`src/hw/rtl/smx_pkg.sv`:
```
`timescale 1ns / 1ps

package smx_pkg;

    localparam int SLEW_W        = 16;
    localparam int CODE_W        = 4;
    localparam int MAP_POSITIONS = 8;
    localparam int POS_W         = 3;
    localparam int COUNT_W       = 4;
    localparam int MAP_W         = 32;
    localparam int CFG_DATA_W    = 32;
    localparam int SET_W         = 3;
    localparam int CHAN_W        = 3;
    localparam int KIND_W        = 2;

    // speaker code that marks an unused map position
    localparam logic [CODE_W-1:0]  CODE_UNKNOWN        = 4'hF;
    // channel sets up to and including 7.1 restore the stereo pass-through
    localparam logic [SET_W-1:0]   SET_LAST_DEFAULT    = 3'd3;
    localparam logic [COUNT_W-1:0] RESET_CHANNEL_COUNT = 4'd2;
    localparam logic [MAP_W-1:0]   RESET_CHANNEL_MAP   = 32'h0000_0010;

    typedef enum logic [KIND_W-1:0] {
        KIND_FRAME,
        KIND_STAGE,
        KIND_COMMIT,
        KIND_RESTORE
    } kind_t;

    typedef enum logic {
        CFG_CHANNEL_COUNT,
        CFG_CHANNEL_MAP
    } cfg_index_t;

    typedef enum logic [2:0] {
        BANK_NONE,
        BANK_STAGE,
        BANK_COMMIT,
        BANK_RESTORE,
        BANK_ADVANCE
    } bank_op_t;

    typedef struct packed {
        bank_op_t            op;
        logic [CHAN_W-1:0]   channel;
        logic                side;
        logic [SLEW_W-1:0]   frames;
        logic [SET_W-1:0]    chan_set;
    } bank_cmd_t;

    typedef enum logic [2:0] {
        MAC_HOLD,
        MAC_LOAD,
        MAC_SLEW_MUL,
        MAC_DIV_INIT,
        MAC_DIV_STEP,
        MAC_BLEND,
        MAC_MUL,
        MAC_ACC
    } mac_op_t;

    typedef struct packed {
        mac_op_t op;
        logic    first;
    } mac_ctrl_t;

    typedef enum logic [3:0] {
        ST_IDLE,
        ST_SCAN,
        ST_LOAD,
        ST_SLEW_MUL,
        ST_DIV_INIT,
        ST_DIV,
        ST_BLEND,
        ST_MUL,
        ST_ACC,
        ST_EMIT
    } state_t;

endpackage

```
`src/hw/rtl/stereo_matrix_mixer_with_slew_top.sv`:
```
`timescale 1ns / 1ps

// stereo to multichannel mixing matrix with coefficient crossfade
// in channel (in_valid/in_ready): one transaction per item; kind selects a
//   frame, a coefficient stage, a commit with slew length, or a default restore
// out channel (out_valid/out_ready): one transaction per mixed map position,
//   in position order, last marks the final one of a frame
// cfg channel (cfg_valid/cfg_ready): always ready, cfg_index 0 channel count,
//   1 channel map; write only while the block is idle
// non-frame items leave the block idle; a frame scans the positions in order,
//   skipping those not mixed, and runs load, multiply and accumulate for the left
//   then the right term of each mixed one, with a slew multiply and a divide ahead of
//   the multiply while a slew runs; the pace is set by the single shared multiplier
//   and the one bit per cycle divider that blends each coefficient
// in_ready is low while a frame is mixed; the last result of a frame may still
//   sit in the output register while the next item is taken
// when the receiver stalls, the mix waits with the next result held until the
//   output register frees up
// reset restores the stereo pass-through bank, clears the staged and previous
//   banks and the slew, and loads channel count 2 with map front left/right
module stereo_matrix_mixer_with_slew_top #(
    parameter int NUM_CHANNELS = 8,
    parameter int SAMPLE_BITS  = 24,
    parameter int COEF_BITS    = 16
) (
    input  logic                                  clk,
    input  logic                                  rst_n,
    // configuration writes
    input  logic                                  cfg_valid,
    output logic                                  cfg_ready,
    input  logic                                  cfg_index,
    input  logic [smx_pkg::CFG_DATA_W-1:0]        cfg_data,
    // input items
    input  logic                                  in_valid,
    output logic                                  in_ready,
    input  logic [smx_pkg::KIND_W-1:0]            kind,
    input  logic signed [SAMPLE_BITS-1:0]         left_sample,
    input  logic signed [SAMPLE_BITS-1:0]         right_sample,
    input  logic [smx_pkg::CHAN_W-1:0]            coef_channel,
    input  logic                                  coef_side,
    input  logic signed [COEF_BITS-1:0]           coef_value,
    input  logic [smx_pkg::SLEW_W-1:0]            slew_frames,
    input  logic [smx_pkg::SET_W-1:0]             channel_set,
    // results
    output logic                                  out_valid,
    input  logic                                  out_ready,
    output logic [smx_pkg::POS_W-1:0]             position,
    output logic signed [SAMPLE_BITS-1:0]         contribution,
    output logic                                  clipped,
    output logic                                  last
);

    localparam int CH_W      = $clog2(NUM_CHANNELS);
    localparam int IDX_W     = CH_W + 1;
    localparam int DIV_CNT_W = $clog2(COEF_BITS);
    localparam int NPOS      = smx_pkg::MAP_POSITIONS;
    localparam int CODE_W    = smx_pkg::CODE_W;

    smx_pkg::state_t                 state_reg, state_next;
    logic [smx_pkg::POS_W-1:0]       pos_idx_reg;
    logic                            side_reg;
    logic [NPOS-1:0]                 mask_reg;      // positions still to be mixed
    logic                            slewing_reg;
    logic [DIV_CNT_W-1:0]            div_cnt_reg;
    logic [smx_pkg::COUNT_W-1:0]     count_reg;
    logic [smx_pkg::MAP_W-1:0]       map_reg;
    logic                            out_valid_reg;
    logic signed [SAMPLE_BITS-1:0]   left_reg;
    logic signed [SAMPLE_BITS-1:0]   right_reg;
    logic [smx_pkg::POS_W-1:0]       position_reg;
    logic signed [SAMPLE_BITS-1:0]   contribution_reg;
    logic                            clipped_reg;
    logic                            last_reg;

    smx_pkg::bank_cmd_t              bank_cmd;
    smx_pkg::mac_ctrl_t              mac_ctrl;
    logic [IDX_W-1:0]                rd_idx;
    logic [CODE_W-1:0]               cur_code;
    logic signed [COEF_BITS-1:0]     cur_coef;
    logic signed [COEF_BITS-1:0]     prev_coef;
    logic [smx_pkg::SLEW_W-1:0]      slew_pos;
    logic [smx_pkg::SLEW_W-1:0]      slew_len;
    logic signed [SAMPLE_BITS-1:0]   mix;
    logic                            mix_clip;
    logic [NPOS-1:0]                 frame_mask;
    logic [NPOS-1:0]                 mask_rest;
    logic                            slew_active;
    logic                            in_fire;
    logic                            cfg_fire;
    logic                            frame_fire;
    logic                            emit_load;

    assign in_ready   = (state_reg == smx_pkg::ST_IDLE);
    assign cfg_ready  = 1'b1;
    assign in_fire    = in_valid && in_ready;
    assign cfg_fire   = cfg_valid && cfg_ready;
    assign frame_fire = in_fire && (smx_pkg::kind_t'(kind) == smx_pkg::KIND_FRAME);

    // a slew is running while the position has not reached a nonzero length
    assign slew_active = (slew_len != '0) && (slew_pos < slew_len);

    // positions that produce a result: inside the count, known and existing speaker
    always_comb
    begin
        for (int p = 0; p < NPOS; p++)
        begin
            frame_mask[p] = (smx_pkg::COUNT_W'(p) < count_reg)
                && (map_reg[p*CODE_W +: CODE_W] != smx_pkg::CODE_UNKNOWN)
                && (int'(map_reg[p*CODE_W +: CODE_W]) < NUM_CHANNELS);
        end
    end

    assign cur_code  = map_reg[pos_idx_reg*CODE_W +: CODE_W];
    assign rd_idx    = {cur_code[CH_W-1:0], side_reg};
    assign mask_rest = mask_reg & ~(NPOS'(1) << pos_idx_reg);
    assign emit_load = (state_reg == smx_pkg::ST_EMIT) && (!out_valid_reg || out_ready);

    smx_coef_bank #(
        .NUM_CHANNELS (NUM_CHANNELS),
        .COEF_BITS    (COEF_BITS)
    ) u_bank (
        .clk        (clk),
        .rst_n      (rst_n),
        .cmd        (bank_cmd),
        .coef_value (coef_value),
        .rd_idx     (rd_idx),
        .cur_coef   (cur_coef),
        .prev_coef  (prev_coef),
        .slew_pos   (slew_pos),
        .slew_len   (slew_len)
    );

    smx_mac_unit #(
        .SAMPLE_BITS (SAMPLE_BITS),
        .COEF_BITS   (COEF_BITS)
    ) u_mac (
        .clk       (clk),
        .ctrl      (mac_ctrl),
        .sample    (side_reg ? right_reg : left_reg),
        .cur_coef  (cur_coef),
        .prev_coef (prev_coef),
        .slew_pos  (slew_pos),
        .slew_len  (slew_len),
        .mix_out   (mix),
        .clip_out  (mix_clip)
    );

    always_ff @(posedge clk or negedge rst_n)
    begin
        if (!rst_n)
        begin
            state_reg <= smx_pkg::ST_IDLE;
        end
        else
        begin
            state_reg <= state_next;
        end
    end

    // sequencer: per position, left term then right term, each with an
    // optional blend through the divider
    always_comb
    begin
        state_next        = state_reg;
        bank_cmd.op       = smx_pkg::BANK_NONE;
        bank_cmd.channel  = coef_channel;
        bank_cmd.side     = coef_side;
        bank_cmd.frames   = slew_frames;
        bank_cmd.chan_set = channel_set;
        mac_ctrl.op       = smx_pkg::MAC_HOLD;
        mac_ctrl.first    = !side_reg;
        unique case (state_reg)
            smx_pkg::ST_IDLE:
            begin
                if (in_fire)
                begin
                    unique case (smx_pkg::kind_t'(kind))
                        smx_pkg::KIND_FRAME:   state_next  = smx_pkg::ST_SCAN;
                        smx_pkg::KIND_STAGE:   bank_cmd.op = smx_pkg::BANK_STAGE;
                        smx_pkg::KIND_COMMIT:  bank_cmd.op = smx_pkg::BANK_COMMIT;
                        smx_pkg::KIND_RESTORE: bank_cmd.op = smx_pkg::BANK_RESTORE;
                    endcase
                end
            end
            smx_pkg::ST_SCAN:
            begin
                if (mask_reg == '0)
                begin
                    // frame done, the slew advances even when nothing was mixed
                    if (slewing_reg)
                    begin
                        bank_cmd.op = smx_pkg::BANK_ADVANCE;
                    end
                    state_next = smx_pkg::ST_IDLE;
                end
                else if (mask_reg[pos_idx_reg])
                begin
                    state_next = smx_pkg::ST_LOAD;
                end
            end
            smx_pkg::ST_LOAD:
            begin
                mac_ctrl.op = smx_pkg::MAC_LOAD;
                state_next  = slewing_reg ? smx_pkg::ST_SLEW_MUL : smx_pkg::ST_MUL;
            end
            smx_pkg::ST_SLEW_MUL:
            begin
                mac_ctrl.op = smx_pkg::MAC_SLEW_MUL;
                state_next  = smx_pkg::ST_DIV_INIT;
            end
            smx_pkg::ST_DIV_INIT:
            begin
                mac_ctrl.op = smx_pkg::MAC_DIV_INIT;
                state_next  = smx_pkg::ST_DIV;
            end
            smx_pkg::ST_DIV:
            begin
                mac_ctrl.op = smx_pkg::MAC_DIV_STEP;
                if (div_cnt_reg == '0)
                begin
                    state_next = smx_pkg::ST_BLEND;
                end
            end
            smx_pkg::ST_BLEND:
            begin
                mac_ctrl.op = smx_pkg::MAC_BLEND;
                state_next  = smx_pkg::ST_MUL;
            end
            smx_pkg::ST_MUL:
            begin
                mac_ctrl.op = smx_pkg::MAC_MUL;
                state_next  = smx_pkg::ST_ACC;
            end
            smx_pkg::ST_ACC:
            begin
                mac_ctrl.op = smx_pkg::MAC_ACC;
                state_next  = side_reg ? smx_pkg::ST_EMIT : smx_pkg::ST_LOAD;
            end
            smx_pkg::ST_EMIT:
            begin
                if (emit_load)
                begin
                    state_next = smx_pkg::ST_SCAN;
                end
            end
            default:
            begin
                state_next = smx_pkg::ST_IDLE;
            end
        endcase
    end

    // sequencer counters, registers and output valid
    always_ff @(posedge clk or negedge rst_n)
    begin
        if (!rst_n)
        begin
            pos_idx_reg   <= '0;
            side_reg      <= 1'b0;
            mask_reg      <= '0;
            slewing_reg   <= 1'b0;
            div_cnt_reg   <= '0;
            count_reg     <= smx_pkg::RESET_CHANNEL_COUNT;
            map_reg       <= smx_pkg::RESET_CHANNEL_MAP;
            out_valid_reg <= 1'b0;
        end
        else
        begin
            if (frame_fire)
            begin
                mask_reg    <= frame_mask;
                pos_idx_reg <= '0;
                slewing_reg <= slew_active;
            end
            if (state_reg == smx_pkg::ST_SCAN && mask_reg != '0)
            begin
                if (mask_reg[pos_idx_reg])
                begin
                    side_reg <= 1'b0;
                end
                else
                begin
                    pos_idx_reg <= pos_idx_reg + 1'b1;
                end
            end
            if (state_reg == smx_pkg::ST_DIV_INIT)
            begin
                div_cnt_reg <= DIV_CNT_W'(COEF_BITS - 1);
            end
            else if (state_reg == smx_pkg::ST_DIV)
            begin
                div_cnt_reg <= div_cnt_reg - 1'b1;
            end
            if (state_reg == smx_pkg::ST_ACC && !side_reg)
            begin
                side_reg <= 1'b1;
            end
            if (emit_load)
            begin
                mask_reg    <= mask_rest;
                pos_idx_reg <= pos_idx_reg + 1'b1;
            end
            if (emit_load)
            begin
                out_valid_reg <= 1'b1;
            end
            else if (out_ready)
            begin
                out_valid_reg <= 1'b0;
            end
            if (cfg_fire)
            begin
                unique case (smx_pkg::cfg_index_t'(cfg_index))
                    smx_pkg::CFG_CHANNEL_COUNT: count_reg <= cfg_data[smx_pkg::COUNT_W-1:0];
                    smx_pkg::CFG_CHANNEL_MAP:   map_reg   <= cfg_data[smx_pkg::MAP_W-1:0];
                endcase
            end
        end
    end

    // sample and result payload
    always_ff @(posedge clk)
    begin
        if (frame_fire)
        begin
            left_reg  <= left_sample;
            right_reg <= right_sample;
        end
        if (emit_load)
        begin
            position_reg     <= pos_idx_reg;
            contribution_reg <= mix;
            clipped_reg      <= mix_clip;
            last_reg         <= (mask_rest == '0);
        end
    end

    assign out_valid    = out_valid_reg;
    assign position     = position_reg;
    assign contribution = contribution_reg;
    assign clipped      = clipped_reg;
    assign last         = last_reg;

    // nothing left to mix once the block is back to idle
    a_idle_mask_clear: assert property (@(posedge clk) disable iff (!rst_n)
        state_reg == smx_pkg::ST_IDLE |-> mask_reg == '0)
        else $error("pending positions while idle");

    // the divider only runs with a slew of nonzero length
    a_div_has_length: assert property (@(posedge clk) disable iff (!rst_n)
        state_reg == smx_pkg::ST_DIV_INIT |-> (slewing_reg && slew_len != '0))
        else $error("blend started without a running slew");

    // a slewed frame moves the slew position by exactly one at its end
    a_slew_advance: assert property (@(posedge clk) disable iff (!rst_n)
        (state_reg == smx_pkg::ST_SCAN && mask_reg == '0 && slewing_reg)
        |=> slew_pos == $past(slew_pos) + 1'b1)
        else $error("slew position did not advance");

    // a result flagged last leaves no position pending
    a_last_ends_frame: assert property (@(posedge clk) disable iff (!rst_n)
        (emit_load && mask_rest == '0) |=> (out_valid && last && state_reg == smx_pkg::ST_SCAN))
        else $error("last result without end of frame");

endmodule

```
`src/hw/rtl/smx_coef_bank.sv`:
```
`timescale 1ns / 1ps

module smx_coef_bank #(
    parameter int NUM_CHANNELS = 8,
    parameter int COEF_BITS    = 16,
    localparam int BANK_SIZE   = 2 * NUM_CHANNELS,
    localparam int CH_W        = $clog2(NUM_CHANNELS),
    localparam int IDX_W       = CH_W + 1
) (
    input  logic                               clk,
    input  logic                               rst_n,
    input  smx_pkg::bank_cmd_t                 cmd,
    input  logic signed [COEF_BITS-1:0]        coef_value,
    input  logic        [IDX_W-1:0]            rd_idx,
    output logic signed [COEF_BITS-1:0]        cur_coef,
    output logic signed [COEF_BITS-1:0]        prev_coef,
    output logic        [smx_pkg::SLEW_W-1:0]  slew_pos,
    output logic        [smx_pkg::SLEW_W-1:0]  slew_len
);

    localparam logic signed [COEF_BITS-1:0] COEF_ONE = COEF_BITS'(1) <<< (COEF_BITS - 2);

    logic signed [COEF_BITS-1:0]       cur_bank_reg  [BANK_SIZE];
    logic signed [COEF_BITS-1:0]       prev_bank_reg [BANK_SIZE];
    logic signed [COEF_BITS-1:0]       stg_bank_reg  [BANK_SIZE];
    logic        [smx_pkg::SLEW_W-1:0] slew_pos_reg;
    logic        [smx_pkg::SLEW_W-1:0] slew_len_reg;
    logic        [IDX_W-1:0]           stg_idx;
    logic                              stg_ok;
    logic                              restore_on;

    assign stg_idx    = {cmd.channel[CH_W-1:0], cmd.side};
    assign stg_ok     = int'(cmd.channel) < NUM_CHANNELS;
    assign restore_on = cmd.chan_set <= smx_pkg::SET_LAST_DEFAULT;

    always_ff @(posedge clk or negedge rst_n)
    begin
        if (!rst_n)
        begin
            for (int i = 0; i < BANK_SIZE; i++)
            begin
                cur_bank_reg[i]  <= (i == 0 || i == 3) ? COEF_ONE : '0;
                prev_bank_reg[i] <= '0;
                stg_bank_reg[i]  <= '0;
            end
            slew_pos_reg <= '0;
            slew_len_reg <= '0;
        end
        else
        begin
            unique case (cmd.op)
                smx_pkg::BANK_NONE:
                begin
                end
                smx_pkg::BANK_STAGE:
                begin
                    if (stg_ok)
                    begin
                        stg_bank_reg[stg_idx] <= coef_value;
                    end
                end
                smx_pkg::BANK_COMMIT:
                begin
                    for (int i = 0; i < BANK_SIZE; i++)
                    begin
                        prev_bank_reg[i] <= cur_bank_reg[i];
                        cur_bank_reg[i]  <= stg_bank_reg[i];
                    end
                    slew_len_reg <= cmd.frames;
                    slew_pos_reg <= '0;
                end
                smx_pkg::BANK_RESTORE:
                begin
                    for (int i = 0; i < BANK_SIZE; i++)
                    begin
                        cur_bank_reg[i] <= (restore_on && (i == 0 || i == 3)) ? COEF_ONE : '0;
                    end
                    slew_len_reg <= '0;
                    slew_pos_reg <= '0;
                end
                smx_pkg::BANK_ADVANCE:
                begin
                    slew_pos_reg <= slew_pos_reg + 1'b1;
                end
                default:
                begin
                end
            endcase
        end
    end

    assign cur_coef  = cur_bank_reg[rd_idx];
    assign prev_coef = prev_bank_reg[rd_idx];
    assign slew_pos  = slew_pos_reg;
    assign slew_len  = slew_len_reg;

endmodule

```
`src/hw/rtl/smx_mac_unit.sv`:
```
`timescale 1ns / 1ps

module smx_mac_unit #(
    parameter int SAMPLE_BITS = 24,
    parameter int COEF_BITS   = 16,
    localparam int SLEW_W     = smx_pkg::SLEW_W,
    localparam int DIFF_W     = COEF_BITS + 1,
    localparam int MUL_A_W    = (SAMPLE_BITS > DIFF_W) ? SAMPLE_BITS : DIFF_W,
    localparam int MUL_B_W    = (COEF_BITS > SLEW_W + 1) ? COEF_BITS : SLEW_W + 1,
    localparam int PROD_W     = MUL_A_W + MUL_B_W,
    localparam int REM_W      = PROD_W + 2,
    localparam int ACC_W      = SAMPLE_BITS + COEF_BITS + 1,
    localparam int FRAC_BITS  = COEF_BITS - 2
) (
    input  logic                        clk,
    input  smx_pkg::mac_ctrl_t          ctrl,
    input  logic signed [SAMPLE_BITS-1:0] sample,
    input  logic signed [COEF_BITS-1:0] cur_coef,
    input  logic signed [COEF_BITS-1:0] prev_coef,
    input  logic        [SLEW_W-1:0]    slew_pos,
    input  logic        [SLEW_W-1:0]    slew_len,
    output logic signed [SAMPLE_BITS-1:0] mix_out,
    output logic                        clip_out
);

    localparam logic signed [ACC_W-1:0] HALF = ACC_W'(1) <<< (FRAC_BITS - 1);
    localparam logic signed [ACC_W-1:0] SMAX = (ACC_W'(1) <<< (SAMPLE_BITS - 1)) - ACC_W'(1);
    localparam logic signed [ACC_W-1:0] SMIN = -SMAX - ACC_W'(1);

    logic signed [COEF_BITS-1:0] coef_reg;
    logic signed [COEF_BITS-1:0] prev_reg;
    logic signed [DIFF_W-1:0]    diff_reg;
    logic signed [PROD_W-1:0]    prod_reg;
    logic        [REM_W-1:0]     rem_reg;
    logic        [REM_W-1:0]     den_reg;
    logic        [COEF_BITS-1:0] quo_reg;
    logic                        neg_reg;
    logic signed [ACC_W-1:0]     acc_reg;

    logic signed [MUL_A_W-1:0]   mul_a;
    logic signed [MUL_B_W-1:0]   mul_b;
    logic signed [PROD_W-1:0]    mul_p;
    logic signed [REM_W-1:0]     num;
    logic signed [DIFF_W-1:0]    quo_s;
    logic signed [DIFF_W-1:0]    quo_v;
    logic signed [DIFF_W-1:0]    blend_sum;
    logic signed [ACC_W-1:0]     rnd;
    logic signed [ACC_W-1:0]     scaled;

    // one multiplier serves both the slew ramp and the sample products
    always_comb
    begin
        if (ctrl.op == smx_pkg::MAC_SLEW_MUL)
        begin
            mul_a = MUL_A_W'(diff_reg);
            mul_b = MUL_B_W'($signed({1'b0, slew_pos}));
        end
        else
        begin
            mul_a = MUL_A_W'(sample);
            mul_b = MUL_B_W'(coef_reg);
        end
    end

    assign mul_p = mul_a * mul_b;

    // 2*(cur-prev)*pos + len, folded to a non-negative dividend
    assign num       = (REM_W'(prod_reg) <<< 1) + REM_W'($signed({1'b0, slew_len}));
    assign quo_s     = $signed({1'b0, quo_reg});
    assign quo_v     = neg_reg ? ~quo_s : quo_s;
    assign blend_sum = DIFF_W'(prev_reg) + quo_v;

    always_ff @(posedge clk)
    begin
        case (ctrl.op)
            smx_pkg::MAC_LOAD:
            begin
                coef_reg <= cur_coef;
                prev_reg <= prev_coef;
                diff_reg <= DIFF_W'(cur_coef) - DIFF_W'(prev_coef);
            end
            smx_pkg::MAC_SLEW_MUL, smx_pkg::MAC_MUL:
            begin
                prod_reg <= mul_p;
            end
            smx_pkg::MAC_DIV_INIT:
            begin
                neg_reg <= num[REM_W-1];
                rem_reg <= num[REM_W-1] ? ~num : num;
                den_reg <= REM_W'({slew_len, 1'b0}) << (COEF_BITS - 1);
                quo_reg <= '0;
            end
            smx_pkg::MAC_DIV_STEP:
            begin
                if (rem_reg >= den_reg)
                begin
                    rem_reg <= rem_reg - den_reg;
                    quo_reg <= {quo_reg[COEF_BITS-2:0], 1'b1};
                end
                else
                begin
                    quo_reg <= {quo_reg[COEF_BITS-2:0], 1'b0};
                end
                den_reg <= den_reg >> 1;
            end
            smx_pkg::MAC_BLEND:
            begin
                coef_reg <= blend_sum[COEF_BITS-1:0];
            end
            smx_pkg::MAC_ACC:
            begin
                acc_reg <= (ctrl.first ? '0 : acc_reg) + ACC_W'(prod_reg);
            end
            default:
            begin
            end
        endcase
    end

    // round half up, then saturate to the sample range
    assign rnd    = acc_reg + HALF;
    assign scaled = rnd >>> FRAC_BITS;

    always_comb
    begin
        clip_out = 1'b0;
        mix_out  = scaled[SAMPLE_BITS-1:0];
        if (scaled > SMAX)
        begin
            clip_out = 1'b1;
            mix_out  = SMAX[SAMPLE_BITS-1:0];
        end
        else if (scaled < SMIN)
        begin
            clip_out = 1'b1;
            mix_out  = SMIN[SAMPLE_BITS-1:0];
        end
    end

endmodule

```
`config.mk`:
```
export PLATFORM = sky130hd
export DESIGN_NAME = stereo_matrix_mixer_with_slew_top
export DESIGN_NICKNAME = d
export VERILOG_FILES = /design/src/hw/rtl/smx_pkg.sv /design/src/hw/rtl/stereo_matrix_mixer_with_slew_top.sv /design/src/hw/rtl/smx_coef_bank.sv /design/src/hw/rtl/smx_mac_unit.sv
export SDC_FILE = /design/constraint.sdc
export NUM_CORES = 2
export LEC_CHECK = 0
export ABC_AREA = 1
export BUFFER_PORTS_ARGS = -buffer_cell sky130_fd_sc_hd__buf_2
export CAP_MARGIN = 20
export CORE_MARGIN = 4
export CORE_UTILIZATION = 57
export CTS_CLUSTER_DIAMETER = 60
export DETAILED_ROUTE_END_ITERATION = 8
export HOLD_SLACK_MARGIN = 0.08
export PLACE_DENSITY = 0.76
export SLEW_MARGIN = 20
export SYNTH_ARGS = -nofsm -noshare
export SYNTH_HDL_FRONTEND = slang
export SYNTH_SLANG_ARGS = --single-unit
```
`constraint.sdc`:
```
create_clock -name clk -period 20.8 [get_ports clk]
set_clock_uncertainty 0.1 [all_clocks]
set_input_delay 4.16 -clock clk [delete_from_list [all_inputs] [get_ports clk]]
set_output_delay 4.16 -clock clk [all_outputs]
set_load 0.005 [all_outputs]
```
After elaboration in Yosys (flattened, before gate mapping). Index checks and enable logic that the tools add are counted.

Register bits after elaboration: 1169. Memories kept: 0. RAM bits: 0. Latch bits: 0. Bits in read-only memories: 0.

Add/subtract/negate cells: 9. Bitwise gates (word level): 7. Shifts and indexed selects: 2. Div/mod/pow operators: 0. Magnitude comparators: 25. Multiply operators: 1. Reductions and logical operators: 49. Equality and inequality tests: 37. Muxes and demuxes: 57.

Operator list (number): $pmux W256 S2 (1); $bwmux W256 (1); $pmux W43 S2 (2); $bmux W16 S4 (2); $pmux W16 S2 (4); $mux W16 (6); $mux W43 (2); $mux W24 (3); $demux W16 S4 (1); $add A42 B17 Y43 (1); $ge A43 B43 Y1 (1); $not A43 Y43 (1); $sub A43 B43 Y43 (1); $add A41 B15 Y41 const B (1); $add A41 B41 Y41 (1); $mul A24 B17 Y41 (1); $mux W41 (1); $pmux W4 S10 (1); $mux W4 (9); $lt A4 B4 Y1 const B (8); $ne A4 B4 Y1 const B (8); $shiftx A32 B6 Y3 (1); $gt A27 B24 Y1 const B (1); $lt A27 B24 Y1 const B (1); other kinds (53) (128).

Depth between registers and ports, before layout.
Depth in word-level cells: 7. Gate-level depth with buffers: 34.

By module. Synthesis repeated with hierarchy kept, for this count alone.

Cell total of the unflattened synthesis: 9472. Area, all modules: 75338.5 um2.

Modules (own cells, without submodules): smx_coef_bank (seq. area each 20021.7 um2, times used 1, area each 34803.4 um2, cells an instance 4204); smx_mac_unit (seq. area each 6696.4 um2, times used 1, area each 34436.8 um2, cells an instance 4676); stereo_matrix_mixer_with_slew_top (seq. area each 3766.1 um2, times used 1, area each 6098.3 um2, cells an instance 592).

Least setup slack after synthesis. No wires, ideal clock.

Path kind: reg2reg. Start point: register state_reg[2]. End point: register u_mac.prod_reg[39], data pin. Buffers on the path: 2. Path slack: 14.216 ns. Setup time: 0.258 ns. Required time: 20.442 ns. Arrival time: 6.226 ns. Stages on the path, launching flop included: 26. Period minus slack after synthesis: 6.584 ns. Cells stage by stage: dfrtp_1 -> nor2_2 -> inv_2 -> nor2_4 -> inv_2 -> buf_2 -> o21ai_1 -> clkbuf_1 -> nand2_1 -> fa_1 -> inv_1 -> fa_1 -> inv_1 -> fa_1 -> fa_1 -> fa_1 -> fa_1 -> inv_1 -> ha_1 -> nand2_1 -> nor2_1 -> inv_1 -> nor4_1 -> nand3_1 -> nand3_1 -> xor2_1.

Word-level cells in the longest chain between the ends: 5. Elaborated cells between the ends (all ways): 12.

RTL lines: from (decl) (RTL line stereo_matrix_mixer_with_slew_top.sv:59) `smx_pkg::state_t state_reg, state_next;`; from (signal assigned) (RTL line stereo_matrix_mixer_with_slew_top.sv:152) `state_reg <= smx_pkg::ST_IDLE;`; from (signal assigned) (RTL line stereo_matrix_mixer_with_slew_top.sv:156) `state_reg <= state_next;`; $eq A4 B4 Y1, or another cell as far along (RTL line stereo_matrix_mixer_with_slew_top.sv:172) `unique case (state_reg)`; $pmux W3 S7 * (RTL line stereo_matrix_mixer_with_slew_top.sv:172); $eq A3 B2 Y1 * (RTL line smx_mac_unit.sv:53) `if (ctrl.op == smx_pkg::MAC_SLEW_MUL)`; $mux W24 / $mux W17 (equally long branches) (RTL line smx_mac_unit.sv:53); $mul A24 B17 Y41 * (RTL line smx_mac_unit.sv:65) `assign mul_p = mul_a * mul_b;`; via u_mac.mul_p[39] (RTL line smx_mac_unit.sv:42) `logic signed [PROD_W-1:0] mul_p;`; to (signal assigned) (RTL line smx_mac_unit.sv:84) `prod_reg <= mul_p;`; to (decl) (RTL line smx_mac_unit.sv:33) `logic signed [PROD_W-1:0] prod_reg;`.

The timed path passes the listed nets; every way through them passes the cells marked *. A chain may end at the register's enable or synchronous reset.

Final worst setup path.
Start point: register state_reg[2]. End point: register u_mac.prod_reg[40], data pin.

The elaborated chain is that of the path after synthesis.

==> results.sh <==
export IMPL_routabilityCongestion=0.981
export IMPL_hold_viol_final=0
export IMPL_timing_final_crit_share_pct=42.6
export IMPL_die_area_um2=136000
export IMPL_layout_min_cycle_time_ns=8.85
export IMPL_io_buffers=155
export IMPL_clk_path_buf_depth=3
export IMPL_status="finished clean"
export IMPL_critPathMaxStageDelay_ns=0.94
export IMPL_antenna_found_initial=4
export IMPL_design_area_um2=80700
export IMPL_clkTransAtPathRegs_ns=0.06
export IMPL_multi_input_area_um2=36900
export IMPL_yosys_area_top_type_share_pct=28.7
export IMPL_cpMaxStageDelayCell="fa_1"
export IMPL_insertion_delay_ns=0.78
export IMPL_wl_um=216000
export IMPL_final_max_slew_viol_count=0
export IMPL_synth_area_leaders="dfrtp_1 (29%), edfxtp_1 (12%), nand2_1 (12%)"
export IMPL_die_h_um=369
export IMPL_ys_types=63
export IMPL_grt_max_degree=235
export IMPL_nFillCells=11200
export IMPL_synthCells=9198
export IMPL_post_drt_via_cell_ratio=5.62
export IMPL_crit_path_max_fanout=67
export IMPL_cp_required_ns=21.20
export IMPL_max_slew_margin_rel_pct=26.5
export IMPL_overflow=0
export IMPL_yosys_warnings=0
export IMPL_grt_usage_pct=31.8
export IMPL_io_pins=159
export IMPL_startpoint_type="register"
export IMPL_syn2layout_area_growth_pct=8.44
export IMPL_ff_latch_area_um2=30500
export IMPL_dp_hpwl_um=156000
export IMPL_grt_pass1_wl_um=339000
export IMPL_end_kind="register"
export IMPL_yosys_most_used_dff="dfrtp_1"
export IMPL_rsz0062_at_grt="false"
export IMPL_first_iter_violations=5782
export IMPL_vias=61900
export IMPL_syn_nets=9972
export IMPL_maxCapViolCount=0
export IMPL_avgSynthCellArea_um2=8.09
export IMPL_cts_sinks=1158
export IMPL_cts_tree="built"
export IMPL_synth_edff_count=300
export IMPL_worst_slew_pin_slew_ns=1.10
export IMPL_drc=0
export IMPL_grt_pass1_vias=60600
export IMPL_htree_levels=4
export IMPL_seq_area_frac_synth_pct=41.0
export IMPL_dpl_instance_area_um2=76200
export IMPL_clockRootBuffer="clkbuf_16"
export IMPL_postCtsHoldBufs=0
export IMPL_clock_fmax_mhz=113
export IMPL_final_layout_size_suffix_gt1_share_pct=6.03
export IMPL_async_flop_share_pct=74.1
export IMPL_numCtsBuffers=133
export IMPL_cpMostUsedCell="fa_1"
export IMPL_avgRoutedWirePerCell_um=19.6
export IMPL_netlist_top_cell_by_area="dfrtp_1"
export IMPL_drt_first_pass_iters=8
export IMPL_arrival_ns=9.25
export IMPL_cts_resized=0
export IMPL_worstSetupPathType="register to register"
export IMPL_fin_setup_tns_ns=0
export IMPL_synth_area_um2=74400
export IMPL_start_util_pct=57.4
export IMPL_synth_seq_cells=1158
export IMPL_setup_viol=0
export IMPL_die_w_um=369
export IMPL_layout_nets=9939
export IMPL_post_cts_setup_buffers=0
export IMPL_worstHoldPathType="register to register"
export IMPL_rows=132
export IMPL_drtAntennaViolNets=0
export IMPL_core_area_um2=130000
metrics by stage:
stage / utilization (%) / hold slack [ns] / worst slack [ns] / std cells
finish: 62.2 / 0.375 / 11.95 / 11000
floorplan: - / 0.348 / 14.22 / 9198
global route: 62.2 / 0.389 / 11.47 / 11000
global placement: 58.8 / 0.360 / 12.25 / 10800
CTS: 62.2 / 0.374 / 12.04 / 11000
detailed placement: 58.8 / 0.365 / 12.13 / 10800
cell usage after synthesis (all sizes together), types with 17 or more instances:
| master | count |
|---|---|
| xor2 | 106 |
| inv | 1407 |
| nor3 | 68 |
| o21ai | 1096 |
| nand3 | 434 |
| a31oi | 17 |
| edfxtp | 300 |
| clkbuf | 153 |
| nand4 | 54 |
| buf | 234 |
| nand2 | 2302 |
| xnor2 | 43 |
| ha | 241 |
| nor4 | 17 |
| mux2 | 29 |
| nor2 | 798 |
| and2 | 17 |
| a21o | 20 |
| a21oi | 424 |
| fa | 406 |
| o211ai | 73 |
| o21bai | 17 |
| dfrtp | 854 |
worst paths after layout:
check	start	endpoint	slack (ns)	cells past startpoint
setup / recovery	state_reg[2]	u_mac.prod_reg[40]	11.95	27
hold / removal	u_bank.stg_bank_reg[168]	u_bank.cur_bank_reg[168]	0.37	2
setup reg to reg	state_reg[2]	u_mac.prod_reg[40]	11.95	27
hold reg to reg	u_bank.stg_bank_reg[168]	u_bank.cur_bank_reg[168]	0.37	2
max in group asynchronous	rst_n	side_reg	14.49	4
min in group asynchronous	rst_n	u_bank.stg_bank_reg[71]	3.30	1
cells by family after synthesis:
kind of cell	after synthesis	synth area share (%)
adder cells (fa/ha/maj)	647	15.0
XOR/XNOR	149	1.75
AO/OA/AOI/OAI	1689	12.1
AND/OR/NAND/NOR	3722	20.3
flip-flops	1158	41.0
multiplexers	30	0.452
buffers and inverters	1802	9.51
other	1	0.00504
worst max-delay path, delay by kind of cell (launching register included):
family	cells	cell delay [ns]
AO/OA/AOI/OAI	1	0.42
AND/OR/NAND/NOR	12	1.57
adder cells (fa/ha/maj)	7	4.16
buffers and inverters	7	1.82
flip-flops	1	0.48
final cells by class:
| type | instances | share of cell area [%] |
|---|---|---|
| sequential | 1158 | 37.8 |
| timing repair buffer | 219 | 1.66 |
| antenna | 2 | 0.00620 |
| clock inverter | 44 | 0.727 |
| inverter | 1415 | 6.59 |
| clock buffer | 195 | 4.75 |
| tap | 1742 | 2.70 |
| multi-input combinational | 6238 | 45.8 |
placed cells by master, fill, tap and decap left out, types with 8 or more instances in the layout:
cell type  instances
a21o_1            20
a21oi_1          423
a31oi_1           17
and2_1            17
buf_2            154
buf_4             54
clkbuf_1          36
clkbuf_16        134
clkbuf_8          25
clkinv_1          13
dfrtp_1          853
edfxtp_1         300
fa_1             406
ha_1             241
inv_1           1378
inv_2             28
mux2_2            29
nand2_1         2285
nand2_2           12
nand3_1          430
nand3b_1          14
nand4_1           52
nor2_1           788
nor3_1            61
nor4_1            17
o211ai_1          73
o21ai_0          891
o21ai_1          178
o21ai_2           24
o21bai_1          17
o22ai_1            8
or2_2              9
xnor2_1           43
xor2_1           106
metal layers:
layer  vias to the layer above  share of wire (%)  GRT usage (%)
met1                     30000                 42           43.2
met3                       454                7.8           5.49
met5                         -             0.0060              0
li1                      29100                  -              -
met2                      2372                 47           51.7
met4                         2                4.1           11.6
Power is not shown: default switching activity piles up to over one toggle a cycle in this logic, so the estimate is an artifact.
